`config.mk`:
```
export PLATFORM = sky130hd
export DESIGN_NAME = button_debounce_press_hold_release
export DESIGN_NICKNAME = d
export VERILOG_FILES = /design/src/rtl/bdphr_pkg.sv /design/src/rtl/bdphr_cfg.sv /design/src/rtl/bdphr_core.sv /design/src/rtl/button_debounce_press_hold_release.sv
export SDC_FILE = /design/constraint.sdc
export NUM_CORES = 1
export LEC_CHECK = 0
export BUFFER_PORTS_ARGS = -buffer_cell sky130_fd_sc_hd__buf_2
export CORE_ASPECT_RATIO = 1.1
export CORE_MARGIN = 1
export CORE_UTILIZATION = 25
export CTS_CLUSTER_DIAMETER = 50
export DETAILED_ROUTE_END_ITERATION = 6
export GPL_ROUTABILITY_DRIVEN = 0
export SETUP_SLACK_MARGIN = 0.02
export SYNTH_ARGS = -nofsm -noshare
export SYNTH_HDL_FRONTEND = slang
export SYNTH_SLANG_ARGS = --single-unit
```
`constraint.sdc`:
```
create_clock -name clk -period 3.3 [get_ports clk]
set_input_delay 0.165 -clock clk [delete_from_list [all_inputs] [get_ports clk]]
set_output_delay 0.165 -clock clk [all_outputs]
set_load 0.05 [all_outputs]
```
`src/rtl/bdphr_pkg.sv`:
```
package bdphr_pkg;

  localparam int TIMER_WIDTH = 16;
  localparam int CMP_WIDTH   = (TIMER_WIDTH > 16) ? TIMER_WIDTH : 16;

  localparam logic [TIMER_WIDTH-1:0] TIMER_MAX = {TIMER_WIDTH{1'b1}};

  localparam int DEB_WIDTH  = 8;
  localparam int HOLD_WIDTH = 16;
  localparam int CFG_WIDTH  = 16;
  localparam int IDX_WIDTH  = 2;

  localparam logic [DEB_WIDTH-1:0]  DEB_RESET  = 8'd20;
  localparam logic [HOLD_WIDTH-1:0] HOLD_RESET = 16'd1000;

  localparam logic [IDX_WIDTH-1:0] REG_DEBOUNCE = 2'd0;
  localparam logic [IDX_WIDTH-1:0] REG_HOLD     = 2'd1;

  localparam logic [1:0] EV_NONE    = 2'd0;
  localparam logic [1:0] EV_PRESS   = 2'd1;
  localparam logic [1:0] EV_HOLD    = 2'd2;
  localparam logic [1:0] EV_RELEASE = 2'd3;

  typedef struct packed {
    logic [DEB_WIDTH-1:0]  debounce_ticks;
    logic [HOLD_WIDTH-1:0] hold_ticks;
  } cfg_t;

  function automatic logic [TIMER_WIDTH-1:0] sat_inc(input logic [TIMER_WIDTH-1:0] v);
    sat_inc = (v == TIMER_MAX) ? TIMER_MAX : v + TIMER_WIDTH'(1);
  endfunction

endpackage

```
`src/rtl/bdphr_cfg.sv`:
```
module bdphr_cfg (
  input  logic                               clk,
  input  logic                               rst,
  input  logic                               cfg_write_en,
  input  logic [bdphr_pkg::IDX_WIDTH-1:0]    cfg_index,
  input  logic [bdphr_pkg::CFG_WIDTH-1:0]    cfg_data,
  output bdphr_pkg::cfg_t                    cfg
);

  always_ff @(posedge clk) begin
    if (rst) begin
      cfg.debounce_ticks <= bdphr_pkg::DEB_RESET;
      cfg.hold_ticks     <= bdphr_pkg::HOLD_RESET;
    end else if (cfg_write_en) begin
      case (cfg_index)
        bdphr_pkg::REG_DEBOUNCE: begin
          cfg.debounce_ticks <= cfg_data[bdphr_pkg::DEB_WIDTH-1:0];
        end
        bdphr_pkg::REG_HOLD: begin
          cfg.hold_ticks <= cfg_data[bdphr_pkg::HOLD_WIDTH-1:0];
        end
        default: begin
        end
      endcase
    end
  end

endmodule

```
`src/rtl/bdphr_core.sv`:
```
module bdphr_core (
  input  logic            clk,
  input  logic            rst,
  input  bdphr_pkg::cfg_t cfg,
  input  logic            commit,
  input  logic            level,
  output logic [1:0]      ev
);

  logic                              raw_previous;
  logic                              stable_previous;
  logic [bdphr_pkg::TIMER_WIDTH-1:0] quiet_ticks;
  logic [bdphr_pkg::TIMER_WIDTH-1:0] press_ticks;
  logic                              awaiting_release;

  logic [bdphr_pkg::TIMER_WIDTH-1:0] quiet_ticks_next;
  logic [bdphr_pkg::TIMER_WIDTH-1:0] press_ticks_next;
  logic                              stable_previous_next;
  logic                              awaiting_release_next;
  logic [bdphr_pkg::CMP_WIDTH-1:0]   press_cmp;
  logic [bdphr_pkg::CMP_WIDTH-1:0]   hold_cmp;
  logic                              stable;

  always_comb begin
    quiet_ticks_next      = (level != raw_previous) ? '0 : bdphr_pkg::sat_inc(quiet_ticks);
    press_ticks_next      = bdphr_pkg::sat_inc(press_ticks);
    stable_previous_next  = stable_previous;
    awaiting_release_next = awaiting_release;
    ev                    = bdphr_pkg::EV_NONE;
    press_cmp = bdphr_pkg::CMP_WIDTH'(press_ticks_next);
    hold_cmp  = bdphr_pkg::CMP_WIDTH'(cfg.hold_ticks);
    // debounce is 8 bits, timer at least 9, so zero-extend and compare
    stable    = quiet_ticks_next >
                bdphr_pkg::TIMER_WIDTH'(cfg.debounce_ticks);
    if (stable) begin
      if (!level && stable_previous) begin
        press_ticks_next      = '0;
        awaiting_release_next = 1'b1;
        stable_previous_next  = 1'b0;
        ev                    = bdphr_pkg::EV_PRESS;
      end else if (awaiting_release && (press_cmp >= hold_cmp)) begin
        awaiting_release_next = 1'b0;
        ev                    = bdphr_pkg::EV_HOLD;
      end else if (level && !stable_previous) begin
        // release after a hold is swallowed
        if (awaiting_release) begin
          awaiting_release_next = 1'b0;
          ev                    = bdphr_pkg::EV_RELEASE;
        end
        stable_previous_next = 1'b1;
      end
    end
  end

  always_ff @(posedge clk) begin
    if (rst) begin
      raw_previous     <= 1'b1;
      stable_previous  <= 1'b1;
      quiet_ticks      <= '0;
      press_ticks      <= '0;
      awaiting_release <= 1'b0;
    end else if (commit) begin
      raw_previous     <= level;
      stable_previous  <= stable_previous_next;
      quiet_ticks      <= quiet_ticks_next;
      press_ticks      <= press_ticks_next;
      awaiting_release <= awaiting_release_next;
    end
  end

endmodule

```
`src/rtl/button_debounce_press_hold_release.sv`:
```
// Path: a request accepted into the input register moves into the result
// register once that register is free, and can be taken from there.
// Throughput: one tick per clock; the input register keeps taking requests
// while a result waits, and stalls only when both stages are full.
// Reset: rst is synchronous, active high; clears both stages, the debounce
// state and the counters, and loads debounce_ticks 20 and hold_ticks 1000.
module button_debounce_press_hold_release (
  input  logic                            clk,
  input  logic                            rst,
  input  logic                            in_valid,
  output logic                            in_stall,
  input  logic                            pin_level,
  output logic                            out_valid,
  input  logic                            out_stall,
  output logic [1:0]                      event_code,
  input  logic                            cfg_write_en,
  input  logic [bdphr_pkg::IDX_WIDTH-1:0] cfg_index,
  input  logic [bdphr_pkg::CFG_WIDTH-1:0] cfg_data
);

  bdphr_pkg::cfg_t cfg;
  logic            s1_valid;
  logic            s1_level;
  logic            advance;
  logic [1:0]      ev;

  // result register is free when empty or being taken this cycle
  assign advance  = s1_valid && (!out_valid || !out_stall);
  assign in_stall = s1_valid && !advance;

  bdphr_cfg u_cfg (
    .clk          (clk),
    .rst          (rst),
    .cfg_write_en (cfg_write_en),
    .cfg_index    (cfg_index),
    .cfg_data     (cfg_data),
    .cfg          (cfg)
  );

  bdphr_core u_core (
    .clk    (clk),
    .rst    (rst),
    .cfg    (cfg),
    .commit (advance),
    .level  (s1_level),
    .ev     (ev)
  );

  always_ff @(posedge clk) begin
    if (rst) begin
      s1_valid <= 1'b0;
    end else if (!in_stall) begin
      s1_valid <= in_valid;
    end
  end

  always_ff @(posedge clk) begin
    if (in_valid && !in_stall) begin
      s1_level <= pin_level;
    end
  end

  always_ff @(posedge clk) begin
    if (rst) begin
      out_valid <= 1'b0;
    end else if (advance) begin
      out_valid <= 1'b1;
    end else if (!out_stall) begin
      out_valid <= 1'b0;
    end
  end

  always_ff @(posedge clk) begin
    if (advance) begin
      event_code <= ev;
    end
  end

`ifndef SYNTHESIS
  a_stall_only_when_full: assert property (@(posedge clk) disable iff (rst)
    in_stall |-> (s1_valid && out_valid && out_stall))
    else $error("input stalled while result register could take a request");

  a_advance_fills_output: assert property (@(posedge clk) disable iff (rst)
    advance |=> out_valid)
    else $error("advanced request did not reach result register");

  a_stage_held_on_stall: assert property (@(posedge clk) disable iff (rst)
    in_stall |=> (s1_valid && $stable(s1_level)))
    else $error("input stage lost a request while stalled");
`endif

endmodule

```
==> flow_summary.toml <==
[status]
outcome = "complete, no violations"

[synth]
synth_edf_count = 3
synthFlopType = "dfxtp_1"
ys_ff_latch = 64
syn_inst = 488
yosys_warnings = 0
synth-seq-area-share_pct = 33.5
synthesis.area_um2 = 3910
avgSynthCellArea_um2 = 8.01
async_flop_share_pct = 0
synth_cell_type_count = 57
synth_nets = 540

[floorplanning]
ios = 28
die_w_um = 121
dieHeight_um = 133
row_count = 47
core_um2 = 15200
die-area_um2 = 16200
start_util_pct = 25.8

[power]
power_switching_uw = 501
power_mw = 2.01
pwr-share-comb_pct = 9.4
p_int_mw = 1.50
p_per_area_nw_per_um2 = 395
p_sw_share_pct = 25.0
max-vdd-ir-drop_mv = 0.232
pwr-share-clk_pct = 50.3
power.leakage_nw = 2.00
pwr-share-seq_pct = 40.3

[clock_network]
clock-sinks = 64
holdBufCountCts = 0
clk_latency_ns = 0.34
clockRootBuffer = "clkbuf_16"
cts_buffer_depth = 2
path_clk_slew_ns = 0.06
cts_buffers = 9
cts_tree = "built"
cts.htree.levels = 3

[sta]
worst_slew_pin_slew_ns = 0.961
setup_tns_ns = 0
finalCritPeriodShare_pct = 96.1
rsz0062_at_grt = "yes"
fin_crit_ns = 3.17
maxSlewViolCount = 0
fmax_mhz = 315
slew_headroom_pct = 35.9
finClkSkew_ns = 0.00891
setup_violations = 0
timing.hold.ws_ns = 0.00837
hold_viol = 0
worst_slack_ns = 0.130

[layout]
drive_above_1_share_pct = 27.9
fin_area_um2 = 5080
postLayoutCoreUtil_pct = 33.5
multi_input_area_um2 = 2550
layout.area.seq_um2 = 1330
fin_nets = 595
fillers = 1578
fin_cells = 744
diodes = 0
layout_commonest_cell = "nand2_1"
layout_common_cells = "nand2_1 (68), dfxtp_1 (52), inv_1 (43), a21oi_1 (43), buf_4 (36)"
area_growth_pct = 29.9

[run]
drv_cap = 0

[hold_path]
hp-start = "pin_level"
hp-class = "input port to register"

[grt]
track_usage_pct = 12.7
grt_pass1_wl_mm = 16.3
gr-total-overflow = 0
antenna_found_initial = 0
first_global_vias = 3411
grt_max_degree = 35

[placement]
place_inst = 714
dpl_cell_area_um2 = 4400
portBuffers = 27
dp_slack_ns = -0.107
dp_hpwl_mm = 6.78

[route]
drt_wl_total_mm = 10.3
vias = 3645
drt-pass1-iter-count = 4
top_layer = "met4"
wire_per_inst_um = 13.8
wl_met2_mm = 5.22
via_per_inst = 4.90
drc_errors = 0
drt_iter0_drc = 133
wl_met1_mm = 4.51
routed-wl-met3_um = 319
ant_nets = 0

[worst_setup_path]
worst_setup_path_start_kind = "register"
path_class = "register to register"
timing.rr.start = "u_core.quiet_ticks[0]"
cp.arrival_ns = 3.44
cp-startpoint = "u_core.quiet_ticks[0]"
cp-end-kind = "register"
critPathRequiredTime_ns = 3.57
r2r_slack_ns = 0.13
crit_path_max_fanout = 6
==> layout make-up <==
| class | count | share of cell area (%) |
|---|---|---|
| Multi-Input combinational cell | 355 | 50.2 |
| Sequential cell | 64 | 26.1 |
| Timing Repair Buffer | 69 | 9.36 |
| Clock buffer | 10 | 4.93 |
| Tap cell | 196 | 4.83 |
| Inverter | 44 | 3.25 |
| Clock inverter | 6 | 1.26 |
==> timing repair <==
item | in CTS | in global routing
resized for setup | 2 | 59
setup endpoints to repair | 3 | 19
buffers inserted | 2 | 10
cloned | 0 | 2
pin swaps | 1 | 16
==> final timing paths <==
path | depth (start not counted) | endpoint
max | 15 | u_core.press_ticks[3]
min | 1 | s1_level
max reg2reg | 15 | u_core.press_ticks[3]
min reg2reg | 2 | u_cfg.cfg[14]
==> layer usage <==
metal | vias up | GRT usage [%]
li1 | 1846 | -
met1 | 1721 | 15.2
met2 | 61 | 22.0
met3 | 17 | 2.61
met4 | 0 | 5.28
met5 | - | 0
==> worst max-delay path, cell delays in order (launching register included) <==
cell	delay, ns
dfxtp_4	0.37
ha_4	0.14
and3_4	0.18
and2_4	0.15
nand3_4	0.12
buf_6	0.18
a21oi_4	0.15
ha_1	0.25
nand4_1	0.11
buf_4	0.12
a211oi_1	0.04
or3_4	0.42
o31ai_4	0.37
buf_6	0.18
a31oi_1	0.11
o22ai_2	0.19
==> cells by family (layout without fill, tap and decap cells) <==
kind of cell             count (synthesis)  after routing  share of synthesized area [%]
multiplexers                             3              3                          0.800
buffers and inverters                   70            129                           7.52
XOR/XNOR                                20             20                           4.96
flip-flops                              64             64                           33.5
AND/OR/NAND/NOR                        172            173                           21.1
adder cells (fa/ha/maj)                 28             28                           8.96
AO/OA/AOI/OAI                          131            131                           23.2
==> cell usage after synthesis, types with 3 or more instances <==
master    count  area, µm²
nand2_1      68        255
dfxtp_1      61       1220
a21oi_1      49        245
inv_1        43        161
nor2_1       38        143
ha_1         28        350
a31oi_1      22        138
clkbuf_1     18       67.6
nand3_1      17       85.1
xnor2_1      13        114
o211ai_1     10       75.1
nand4_1       8       50.1
nor3_1        7       35.0
a21o_1        6       45.0
o21ai_0       6       30.0
o22ai_1       6       37.5
xor2_1        6       52.6
a41oi_1       5       43.8
and4_1        5       43.8
o22ai_2       5       62.6
a211oi_1      4       30.0
a32o_1        4       40.0
buf_2         4       20.0
nor2b_1       4       25.0
and2_1        3       18.8
and3_1        3       18.8
edfxtp_1      3       90.1
o21a_1        3       22.5
or2_2         3       18.8
==> sequential cells by signal, indices dropped and copies added, names as in the netlist <==
signal / flops
u_core.press_ticks: 16
u_core.stable_previous: 1
u_cfg.cfg: 24
u_core.quiet_ticks: 16
s1_valid: 1
u_core.raw_previous: 1
s1_level: 1
event_code: 2
u_core.awaiting_release: 1
out_valid: 1
==> power by group through the flow <==
stage	Clock, mW	Combinational (mW)	Sequential (mW)
floorplan	0	0.0996	0.829
global placement	0	0.160	0.825
detailed placement	0	0.160	0.826
CTS	1.03	0.161	0.808
global route	1.06	0.207	0.811
finish	1.01	0.188	0.809
Note: power is estimated with default switching activity, not from simulation.
